[src/design/gtg_pkg.sv]
package gtg_pkg;

  localparam int CORDIC_STEPS = 16;
  localparam int ATAN_ENTRIES = 24;
  localparam int STEPS_USED = (CORDIC_STEPS > ATAN_ENTRIES) ? ATAN_ENTRIES : CORDIC_STEPS;

  localparam int POS_W = 16;
  localparam int GAIN_W = 12;
  localparam int LIN_W = 15;
  localparam int DIFF_W = POS_W + 1;
  localparam int VEC_W = 28;
  localparam int ANG_W = 35;
  localparam int ERR_W = 37;
  localparam int STEP_W = 5;

  localparam logic signed [POS_W-1:0] GOAL_LIMIT = 16'sd22528;
  localparam logic [29:0] INV_GAIN_Q30 = 30'd652032875;
  localparam logic signed [ANG_W-1:0] PI_Q30 = 35'sd3373259426;

  localparam logic [GAIN_W-1:0] LINEAR_GAIN_RESET = 12'd256;
  localparam logic [GAIN_W-1:0] ANGULAR_GAIN_RESET = 12'd1536;

  typedef enum logic [1:0] {
    ACT_GOAL = 2'd0,
    ACT_POSE = 2'd1,
    ACT_TICK = 2'd2,
    ACT_NONE = 2'd3
  } action_t;

  localparam logic REG_LINEAR_GAIN = 1'b0;
  localparam logic REG_ANGULAR_GAIN = 1'b1;

  function automatic logic [29:0] atan_q30(input logic [STEP_W-1:0] i);
    logic [29:0] v;
    unique case (i)
      5'd0: v = 30'd843314857;
      5'd1: v = 30'd497837830;
      5'd2: v = 30'd263043837;
      5'd3: v = 30'd133525159;
      5'd4: v = 30'd67021687;
      5'd5: v = 30'd33543515;
      5'd6: v = 30'd16775851;
      5'd7: v = 30'd8388438;
      5'd8: v = 30'd4194283;
      5'd9: v = 30'd2097150;
      5'd10: v = 30'd1048576;
      5'd11: v = 30'd524288;
      5'd12: v = 30'd262144;
      5'd13: v = 30'd131072;
      5'd14: v = 30'd65536;
      5'd15: v = 30'd32768;
      5'd16: v = 30'd16384;
      5'd17: v = 30'd8192;
      5'd18: v = 30'd4096;
      5'd19: v = 30'd2048;
      5'd20: v = 30'd1024;
      5'd21: v = 30'd512;
      5'd22: v = 30'd256;
      5'd23: v = 30'd128;
      default: v = 30'd0;
    endcase
    return v;
  endfunction

endpackage

[src/design/gtg_if.sv]
interface gtg_cmd_if
  import gtg_pkg::*;
();
  logic valid;
  logic ready;
  logic [1:0] action;
  logic signed [POS_W-1:0] pos_x;
  logic signed [POS_W-1:0] pos_y;
  logic signed [POS_W-1:0] heading;

  modport source (output valid, action, pos_x, pos_y, heading, input ready);
  modport sink (input valid, action, pos_x, pos_y, heading, output ready);
endinterface

interface gtg_speed_if
  import gtg_pkg::*;
();
  logic valid;
  logic ready;
  logic [LIN_W-1:0] linear_speed;
  logic signed [POS_W-1:0] angular_speed;

  modport source (output valid, linear_speed, angular_speed, input ready);
  modport sink (input valid, linear_speed, angular_speed, output ready);
endinterface

[src/design/go_to_goal_p_controller.sv]
// Proportional go-to-goal controller for a planar robot.
// Commands arrive on the cmd channel, one transaction per command. A goal
// command stores the goal, each coordinate limited to at most 11.0, and
// is taken with cmd.ready staying high. A pose command stores position
// and heading and refreshes the goal distance; a tick command produces
// one speed transaction on the speed channel. Pose and tick commands run
// a vectoring CORDIC on one shared add/shift unit, one step per cycle,
// so cmd.ready is low while the CORDIC steps (S_ITER), the multiply
// (S_MUL) and the final state (S_FIN) run. For a tick, the result goes
// from S_FIN into the speed output register, which raises speed.valid.
// The speed output is a register: a finished result waits there while the
// receiver stalls, and the block keeps accepting commands. A second tick
// that completes while the first result is still held waits until the
// speed transaction completes. Gains are written through wr_en, wr_index
// and wr_data; the user must write them only while the block is idle, as
// the block itself does not enforce it. Synchronous reset restores the
// gains to 1.0 and 6.0 and clears goal, pose and distance to zero.
module go_to_goal_p_controller
  import gtg_pkg::*;
(
  input  logic              clk,
  input  logic              rst,
  gtg_cmd_if.sink           cmd,
  gtg_speed_if.source       speed,
  input  logic              wr_en,
  input  logic              wr_index,
  input  logic [GAIN_W-1:0] wr_data
);

  typedef enum logic [1:0] {
    S_IDLE,
    S_ITER,
    S_MUL,
    S_FIN
  } state_t;

  state_t state;
  logic [GAIN_W-1:0] linear_gain;
  logic [GAIN_W-1:0] angular_gain;
  logic signed [POS_W-1:0] goal_x;
  logic signed [POS_W-1:0] goal_y;
  logic signed [POS_W-1:0] robot_x;
  logic signed [POS_W-1:0] robot_y;
  logic signed [POS_W-1:0] robot_heading;
  logic [POS_W-1:0] goal_distance;

  logic is_tick;
  logic vec_zero;
  logic [STEP_W-1:0] step;
  logic signed [VEC_W-1:0] vx;
  logic signed [VEC_W-1:0] vy;
  logic signed [ANG_W-1:0] vz;
  logic [56:0] mag_prod;
  logic signed [49:0] ang_prod;

  logic out_valid;
  logic [LIN_W-1:0] out_lin;
  logic signed [POS_W-1:0] out_ang;

  logic accept;
  action_t act;
  logic signed [POS_W-1:0] src_x;
  logic signed [POS_W-1:0] src_y;
  logic signed [DIFF_W-1:0] dx;
  logic signed [DIFF_W-1:0] dy;
  logic signed [VEC_W-1:0] x0;
  logic signed [VEC_W-1:0] y0;
  logic signed [VEC_W-1:0] xs;
  logic signed [VEC_W-1:0] ys;
  logic signed [ANG_W-1:0] step_ang;
  logic signed [ERR_W-1:0] err;
  logic [20:0] mag_full;
  logic [POS_W-1:0] mag;
  logic [28:0] lin_full;
  logic [LIN_W-1:0] lin;
  logic signed [20:0] angv_full;
  logic signed [POS_W-1:0] angv;

  assign cmd.ready = (state == S_IDLE);
  assign accept = cmd.valid && cmd.ready;
  assign act = action_t'(cmd.action);

  assign speed.valid = out_valid;
  assign speed.linear_speed = out_lin;
  assign speed.angular_speed = out_ang;

  always_comb begin
    src_x = (act == ACT_POSE) ? cmd.pos_x : robot_x;
    src_y = (act == ACT_POSE) ? cmd.pos_y : robot_y;
    dx = DIFF_W'(goal_x) - DIFF_W'(src_x);
    dy = DIFF_W'(goal_y) - DIFF_W'(src_y);
    x0 = VEC_W'(dx) <<< 8;
    y0 = VEC_W'(dy) <<< 8;

    xs = vx >>> step;
    ys = vy >>> step;
    step_ang = ANG_W'(atan_q30(step));

    err = (vec_zero ? ERR_W'(0) : ERR_W'(vz)) - (ERR_W'(robot_heading) <<< 17);

    mag_full = 21'(mag_prod + (57'd1 << 37) >> 38);
    mag = (mag_full > 21'd65535) ? 16'hFFFF : mag_full[POS_W-1:0];

    lin_full = 29'(({17'd0, linear_gain} * {13'd0, goal_distance}) + 29'd128) >> 8;
    lin = (lin_full > 29'd32767) ? 15'h7FFF : lin_full[LIN_W-1:0];

    angv_full = 21'((ang_prod + (50'sd1 <<< 28)) >>> 29);
    if (angv_full > 21'sd32767) begin
      angv = 16'sh7FFF;
    end else if (angv_full < -21'sd32768) begin
      angv = -16'sh8000;
    end else begin
      angv = angv_full[POS_W-1:0];
    end
  end

  always_ff @(posedge clk) begin
    if (rst) begin
      linear_gain <= LINEAR_GAIN_RESET;
      angular_gain <= ANGULAR_GAIN_RESET;
    end else if (wr_en) begin
      unique case (wr_index)
        REG_LINEAR_GAIN: linear_gain <= wr_data;
        REG_ANGULAR_GAIN: angular_gain <= wr_data;
        default: ;
      endcase
    end
  end

  always_ff @(posedge clk) begin
    if (rst) begin
      state <= S_IDLE;
      goal_x <= '0;
      goal_y <= '0;
      robot_x <= '0;
      robot_y <= '0;
      robot_heading <= '0;
      goal_distance <= '0;
      out_valid <= 1'b0;
      is_tick <= 1'b0;
      vec_zero <= 1'b0;
      step <= '0;
    end else begin
      if (state == S_FIN && is_tick && (!out_valid || speed.ready)) begin
        out_valid <= 1'b1;
      end else if (out_valid && speed.ready) begin
        out_valid <= 1'b0;
      end
      unique case (state)
        S_IDLE: begin
          if (accept) begin
            unique case (act)
              ACT_GOAL: begin
                goal_x <= (cmd.pos_x > GOAL_LIMIT) ? GOAL_LIMIT : cmd.pos_x;
                goal_y <= (cmd.pos_y > GOAL_LIMIT) ? GOAL_LIMIT : cmd.pos_y;
              end
              ACT_POSE, ACT_TICK: begin
                if (act == ACT_POSE) begin
                  robot_x <= cmd.pos_x;
                  robot_y <= cmd.pos_y;
                  robot_heading <= cmd.heading;
                end
                is_tick <= (act == ACT_TICK);
                vec_zero <= (dx == '0) && (dy == '0);
                step <= '0;
                if (dx < 0) begin
                  vx <= -x0;
                  vy <= -y0;
                  vz <= (dy >= 0) ? PI_Q30 : -PI_Q30;
                end else begin
                  vx <= x0;
                  vy <= y0;
                  vz <= '0;
                end
                state <= S_ITER;
              end
              ACT_NONE: ;
              default: ;
            endcase
          end
        end
        S_ITER: begin
          if (vy > 0) begin
            vx <= vx + ys;
            vy <= vy - xs;
            vz <= vz + step_ang;
          end else begin
            vx <= vx - ys;
            vy <= vy + xs;
            vz <= vz - step_ang;
          end
          step <= step + 1'b1;
          if (step == STEP_W'(STEPS_USED - 1)) begin
            state <= S_MUL;
          end
        end
        S_MUL: begin
          mag_prod <= {30'd0, vx[26:0]} * {27'd0, INV_GAIN_Q30};
          ang_prod <= 50'($signed({1'b0, angular_gain})) * 50'(err);
          state <= S_FIN;
        end
        S_FIN: begin
          if (!is_tick) begin
            goal_distance <= vec_zero ? '0 : mag;
            state <= S_IDLE;
          end else if (!out_valid || speed.ready) begin
            out_lin <= lin;
            out_ang <= angv;
            state <= S_IDLE;
          end
        end
        default: state <= S_IDLE;
      endcase
    end
  end

  a_busy_after_cordic_cmd: assert property (@(posedge clk) disable iff (rst)
    accept && (act == ACT_POSE || act == ACT_TICK) |=> !cmd.ready)
    else $error("cmd.ready stayed high after a pose or tick command");

  a_step_in_range: assert property (@(posedge clk) disable iff (rst)
    state == S_ITER |-> step < STEP_W'(STEPS_USED))
    else $error("CORDIC step counter out of range");

  a_x_nonneg: assert property (@(posedge clk) disable iff (rst)
    state == S_MUL |-> !vx[VEC_W-1])
    else $error("CORDIC magnitude register went negative");

  a_result_from_fin: assert property (@(posedge clk) disable iff (rst)
    $rose(out_valid) |-> $past(state == S_FIN) && $past(is_tick))
    else $error("speed result raised outside a finished tick");

endmodule
[src/flat_wrapper.sv]
// flat-port wrapper written by rule: the top's interface ports become plain ports
module go_to_goal_p_controller_flat import gtg_pkg::*;
  (clk, rst, wr_en, wr_index, wr_data, cmd_valid, cmd_action, cmd_pos_x, cmd_pos_y, cmd_heading, cmd_ready, speed_valid, speed_linear_speed, speed_angular_speed, speed_ready);
  gtg_cmd_if cmd_i ();
  gtg_speed_if speed_i ();
  input  logic clk;
  input  logic rst;
  input  logic wr_en;
  input  logic wr_index;
  input  logic [GAIN_W-1:0] wr_data;
  input wire logic [$bits(cmd_i.valid)-1:0] cmd_valid;
  input wire logic [$bits(cmd_i.action)-1:0] cmd_action;
  input wire logic [$bits(cmd_i.pos_x)-1:0] cmd_pos_x;
  input wire logic [$bits(cmd_i.pos_y)-1:0] cmd_pos_y;
  input wire logic [$bits(cmd_i.heading)-1:0] cmd_heading;
  output wire logic [$bits(cmd_i.ready)-1:0] cmd_ready;
  output wire logic [$bits(speed_i.valid)-1:0] speed_valid;
  output wire logic [$bits(speed_i.linear_speed)-1:0] speed_linear_speed;
  output wire logic [$bits(speed_i.angular_speed)-1:0] speed_angular_speed;
  input wire logic [$bits(speed_i.ready)-1:0] speed_ready;
  assign cmd_i.valid = cmd_valid;
  assign cmd_i.action = cmd_action;
  assign cmd_i.pos_x = cmd_pos_x;
  assign cmd_i.pos_y = cmd_pos_y;
  assign cmd_i.heading = cmd_heading;
  assign cmd_ready = cmd_i.ready;
  assign speed_valid = speed_i.valid;
  assign speed_linear_speed = speed_i.linear_speed;
  assign speed_angular_speed = speed_i.angular_speed;
  assign speed_i.ready = speed_ready;
  go_to_goal_p_controller u_core (.clk(clk), .rst(rst), .cmd(cmd_i), .speed(speed_i), .wr_en(wr_en), .wr_index(wr_index), .wr_data(wr_data));
endmodule
[config.mk]
export PLATFORM = sky130hd
export DESIGN_NAME = go_to_goal_p_controller_flat
export DESIGN_NICKNAME = d
export VERILOG_FILES = /design/src/design/gtg_pkg.sv /design/src/design/gtg_if.sv /design/src/design/go_to_goal_p_controller.sv /design/src/flat_wrapper.sv
export SDC_FILE = /design/constraint.sdc
export NUM_CORES = 2
export LEC_CHECK = 0
export BUFFER_PORTS_ARGS = -buffer_cell sky130_fd_sc_hd__buf_2
export CAP_MARGIN = 5
export CORE_AREA = 2 2 248 495
export CTS_BUF_LIST = sky130_fd_sc_hd__clkbuf_4 sky130_fd_sc_hd__clkbuf_8 sky130_fd_sc_hd__clkbuf_16
export DETAILED_ROUTE_END_ITERATION = 7
export DIE_AREA = 0 0 250 497
export PLACE_DENSITY_LB_ADDON = 0.3
export SETUP_SLACK_MARGIN = 0.1
export SLEW_MARGIN = 20
export SYNTH_ARGS = -nofsm -noshare
export SYNTH_HDL_FRONTEND = slang
export SYNTH_SLANG_ARGS = --single-unit
[constraint.sdc]
create_clock -name clk -period 7.78 [get_ports clk]
set_clock_uncertainty 0.1 [all_clocks]
set_input_delay 0.389 -clock clk [delete_from_list [all_inputs] [get_ports clk]]
set_output_delay 0.389 -clock clk [all_outputs]
set_load 0.01 [all_outputs]
## After elaboration in Yosys (flattened, before gate mapping)

Memories as Yosys holds them, arrays and structs flattened. A register that Yosys moved wholly into a read port is not among the register bits.
Cells that the tools add are included.

- Bits in latches: 0
- Word-level logic and storage cells: 125
- Register bits after elaboration: 359
- Bits of input ports: 68
- Memories: 1
- RAM bits: 0
- Memory bits (read-only): 960
- Output and inout bits: 33

Memories:

| name | words | width | rd ports | clocked after memory_dff | write ports | line | source |
|---|---|---|---|---|---|---|---|
| (name not given) | 32 | 30 | 1 | 1 | 0 | gtg_pkg.sv:35 | `unique case (i)` |

- Reductions and logical operators: 25
- Divide/modulo/power cells: 0
- Equality and inequality tests: 10
- Mux-type cells: 37
- Shifts and indexed selects: 2
- Multiply operators: 3
- Bitwise gates (word level): 3
- $add $sub $neg: 15
- Order comparisons: 9

Operators by type and width:

| kind | count |
|---|---|
| two-way mux 28 bit | 8 |
| two-way mux 35 bit | 5 |
| two-way mux 16 bit | 7 |
| one-hot mux 28 bit (2 select lines) | 2 |
| one-hot mux 35 bit (2 select lines) | 1 |
| adder 57 x 38 -> 57 bit, second input constant | 1 |
| multiplier 27 x 30 -> 57 bit, second input constant | 1 |
| adder 28 bit | 2 |
| negation 25 -> 28 bit | 2 |
| >>> shifter 28 x 5 -> 28 bit | 2 |
| subtractor 28 bit | 2 |
| adder 50 x 30 -> 50 bit, second input constant | 1 |
| multiplier 13 x 37 -> 50 bit | 1 |
| two-way mux 37 bit | 1 |
| subtractor 37 x 33 -> 37 bit | 1 |
| adder 35 x 31 -> 35 bit | 1 |
| subtractor 35 x 31 -> 35 bit | 1 |
| zero test 17 bit | 2 |
| subtractor 16 x 16 -> 17 bit | 2 |
| > comparator 16 bit, second input constant | 2 |
| adder 28 x 8 -> 29 bit, second input constant | 1 |
| > comparator 28 x 1 -> 1 bit, second input constant | 1 |
| multiplier 12 x 16 -> 28 bit | 1 |
| > comparator 21 x 15 -> 1 bit, second input constant | 1 |
| other kinds (27) | 55 |

## Logic depth before layout (Yosys ltp)

- Depth after elaboration: 9
- Depth in mapped cells: 35
- Depth with buffers taken out: 32

## Worst setup path after synthesis

Ideal clock, no wire load.

- Kind: register to register
- Start: register u_core.vec_zero
- End: register u_core.ang_prod[42], data pin
- Cell stages (with the launch flop): 36
- Path buffers: 3
- Arrival time: 8.008 ns
- Setup slack: -0.591 ns
- Required time: 7.418 ns
- Setup time: 0.262 ns
- Clock period less this slack: 8.371 ns
- Cells stage by stage: dfxtp_1 > clkbuf_1 > clkbuf_1 > nand2b_1 > inv_1 > ha_1 > nor2b_1 > o21ai_0 > a21boi_0 > o21ai_0 > a211oi_1 > or4_1 > a41o_1 > a21oi_1 > xnor2_1 > clkbuf_1 > and2_1 > fa_1 > inv_1 > fa_1 > inv_1 > fa_1 > fa_1 > inv_1 > fa_1 > inv_1 > ha_1 > nand4_1 > nor2_1 > a211oi_1 > and3_1 > a211oi_1 > a21boi_0 > o21ba_2 > o21bai_1 > xor2_1

- Longest elaborated chain between the ends: 3

Ends and longest elaborated chain:

| element | line | source |
|---|---|---|
| start, declared | go_to_goal_p_controller.sv:48 | `logic vec_zero;` |
| start signal, assigned | go_to_goal_p_controller.sv:164 | `vec_zero <= (dx == '0) && (dy == '0);` |
| two-way mux 37 bit | go_to_goal_p_controller.sv:99 | `err = (vec_zero ? ERR_W'(0) : ERR_W'(vz)) - (ERR_W'(robot_heading) <<< 17);` |
| subtractor 37 x 33 -> 37 bit | go_to_goal_p_controller.sv:99 |  |
| multiplier 13 x 37 -> 50 bit | go_to_goal_p_controller.sv:199 | `ang_prod <= 50'($signed({1'b0, angular_gain})) * 50'(err);` |
| end signal, assigned | go_to_goal_p_controller.sv:199 |  |
| end, declared | go_to_goal_p_controller.sv:54 | `logic signed [49:0] ang_prod;` |

No other way between the ends.
A chain may end at the register's enable or synchronous reset.

## Worst setup path after layout

- Start: register u_core.vec_zero
- End: register u_core.ang_prod[49], data pin

The elaborated chain is that of the path after synthesis.

==> flow_metrics.py <==
metrics = {
    "timing": {
        "setup_viol": 0,
        "timing.final.crit_share": 0.970,
        "finalHoldViolations": 0,
        "maxSlewHeadroom": 0.269,
        "period_minus_slack_ps": 7550,
        "rsz0062_at_grt": "true",
        "layout_setup_ws_ps": 232,
        "worstMarginPinSlew_ps": 1090,
        "clock.fmax_mhz": 132,
        "slew_violations": 0,
    },
    "die": {
        "die_area_sq_um": 124000,
        "initial_core_util": 0.498,
        "ioPinCount": 101,
        "coreArea_sq_um": 120000,
        "dieHeight_microns": 497,
        "rows": 180,
        "die_x_microns": 250,
    },
    "grt": {
        "gr-max-usage-layer": "met2",
        "use_met3": 0.0427,
        "grtUsageMet2": 0.596,
        "grt_max_degree": 72,
        "grt-ovfl-total": 0,
        "use_met1": 0.284,
        "first_global_vias": 52322,
        "grt_pass1_wl_mm": 298,
        "grt_antenna_before_repair": 8,
        "gr-usage-all-layers": 0.316,
    },
    "critical_path": {
        "rr_worst_depth": 33,
        "end_kind": "flop",
        "crit_end": "u_core.ang_prod[49]",
        "crit_top_cell": "fa_1",
        "cp.arrival_ps": 7820,
        "cp_slowest_stage_delay_ps": 520,
        "crit_path_max_fanout": 5,
        "timing.rr.start": "u_core.vec_zero",
        "setup.worst_path.start": "u_core.vec_zero",
        "critical_path_class": "flop to flop",
        "ff2ff_setup_slack_ps": 230,
        "worst_setup_path_start_kind": "flop",
        "critical-path-slowest-cell": "fa_1",
        "reg2reg_to": "u_core.ang_prod[49]",
        "crit_required_ps": 8050,
    },
    "detailed_routing": {
        "num_vias": 48763,
        "post_drt_wl_per_cell_microns": 23.3,
        "avgViaCountPerCell": 5.81,
        "finalWirelength_mm": 195,
        "drt_iter0_markers": 2690,
        "drt_pre_antenna_iters": 5,
        "drc": 0,
        "detail-route-antenna-nets": 0,
    },
    "logic_synthesis": {
        "ys_seq_area_frac": 0.136,
        "synth.avg_cell_area_sq_um": 9.12,
        "netlist_area_sq_um": 59800,
        "ys.warnings.count": 0,
        "syn-num-nets": 8127,
        "async_flop_share": 0,
        "ys_types": 90,
        "ys_ff_latch": 324,
        "syn_inst": 6562,
        "synth_flop_cell": "edfxtp_1",
        "synth_edf_count": 164,
    },
    "clock_tree": {
        "clock_path_buffers": 3,
        "cts_inserted_buffers": 36,
        "clock_sinks": 324,
        "cts_tree": "built",
        "cts-htree-levels": 2,
        "clk_latency_ps": 640,
        "root_buffer": "clkbuf_16",
        "clk_pin_slew_ps": 80,
    },
    "placed_design": {
        "place_congestion": 1.07,
        "dp_cells": 8237,
        "dp_hpwl_mm": 161,
        "port_buffers": 100,
        "pre_cts_slack_ps": -72.8,
    },
    "run_status": {
        "status": "finished clean",
    },
    "min_path": {
        "hold_class": "input port to flop",
    },
    "final_layout": {
        "fin_util": 0.549,
        "layout-drive-gt1-share": 0.106,
        "stdcell_count": 8386,
        "nNetsFinal": 8373,
        "syn_to_final_growth_pct": 10.3,
    },
    "job": {
        "maxCapViolCount": 0,
    },
}
[critical path: cells and delay by family (launching register included)]
family | cells | cell delay [ps]
buf+inv | 5 | 360
xor+xnor | 2 | 200
fa+ha+maj | 8 | 3220
compound gates | 13 | 2320
simple gates | 5 | 740
flops | 1 | 360
[state kept, by name, summed over array words and instances, names as in the netlist, 20 cells and up]
name and flops:
u_core.ang_prod 22, u_core.mag_prod 20, u_core.step_ang 30, u_core.vx 28, u_core.vy 28, u_core.vz 35
[routing by layer]
metal / up-vias / wire length, microns / part of all wire
li1: 21928 / - / -
met1: 24386 / 58800 / 0.30
met2: 1618 / 105000 / 0.54
met3: 825 / 8540 / 0.044
met4: 6 / 23000 / 0.12
met5: - / 32 / 0.00016
[per-stage QoR]
stage / setup TNS (ps) / cell area (sq um) / hold WS (ps)
final: 0 / 66000 / 6.60
after detailed placement: -311 / 63600 / 351
after CTS: 0 / 65500 / 1.93
after global placement: 0 / 63600 / 345
after floorplan: 0 / 60000 / 336
after global routing: -88.4 / 66000 / 15.9
[cell usage after synthesis, drive strengths merged, types with 31 or more instances]
| library cell | n | area (sq um) |
|---|---|---|
| and2 | 290 | 1810 |
| clkbuf | 224 | 842 |
| nand4 | 32 | 200 |
| xnor2 | 158 | 1380 |
| nor2b | 87 | 544 |
| o211ai | 31 | 233 |
| ha | 601 | 7520 |
| fa | 896 | 17900 |
| nand2b | 65 | 407 |
| a21o | 91 | 683 |
| o21a | 52 | 390 |
| a21oi | 314 | 1570 |
| edfxtp | 164 | 4920 |
| inv | 1176 | 4410 |
| nand3 | 79 | 395 |
| and3 | 36 | 225 |
| a31oi | 41 | 257 |
| mux2i | 81 | 811 |
| mux4 | 75 | 1690 |
| buf | 41 | 230 |
| nand2 | 660 | 2480 |
| nor2 | 311 | 1170 |
| xor2 | 140 | 1230 |
| nor3 | 69 | 345 |
| a211oi | 83 | 623 |
| o21ai | 202 | 1010 |
| dfxtp | 160 | 3200 |
| a22oi | 33 | 248 |
[how the worst min path moves through the flow]
stage | slack [ps] | cells past startpoint | startpoint | endpoint
after floorplan | 340 | 2 | u_core.goal_x[13] | u_core.goal_x[13]
after global placement | 340 | 2 | u_core.goal_x[13] | u_core.goal_x[13]
final | 7 | 3 | cmd_pos_x[0] | u_core.goal_x[0]
after CTS | 2 | 3 | cmd_pos_x[0] | u_core.goal_x[0]
after detailed placement | 350 | 2 | u_core.robot_heading[9] | u_core.robot_heading[9]
after global routing | 20 | 3 | cmd_pos_x[0] | u_core.goal_x[0]
[cells by family (layout without fill, tap and decap cells)]
logic type | after synthesis | count (layout) | share of synthesized area
and+or+nand+nor | 1760 | 1760 | 0.143
adders and majority gates | 1497 | 1497 | 0.425
buffers and inverters | 1443 | 1717 | 0.0918
AOI/OAI and AO/OA | 1058 | 1058 | 0.114
DFF | 324 | 324 | 0.136
xor gates and xnor gates | 298 | 298 | 0.0436
muxes | 182 | 182 | 0.0467
other | 0 | 3 | 0
[cell type report]
class | count | area, sq um
Tap cell | 1547 | 1940
Clock buffer | 48 | 1070
Timing Repair Buffer | 473 | 3500
Fill cell | 10888 | 54300
Clock inverter | 18 | 191
Inverter | 1178 | 4420
Multi-Input combinational cell | 4795 | 46700
Antenna cell | 3 | 7.51
Sequential cell | 324 | 8150
[cells in the final DEF, fill, tap and decap left out, types with 138 or more instances in the layout]
master,n
inv_1,1165
fa_1,886
nand2_1,658
ha_1,589
buf_4,308
a21oi_1,306
nor2_1,305
and2_1,288
o21ai_0,191
edfxtp_1,164
xnor2_1,153
dfxtp_1,152
xor2_1,138
[repair_timing]
action                                  CTS  global route
gates resized for setup                  10            84
setup buffers                             3            18
hold buffers                             59             0
pin swaps                                 9            46
hold endpoints to repair                 64             0
endpoints found under the setup margin   16            27
Power is not shown: default switching activity piles up to over one toggle a cycle in this logic, so the estimate is an artifact.
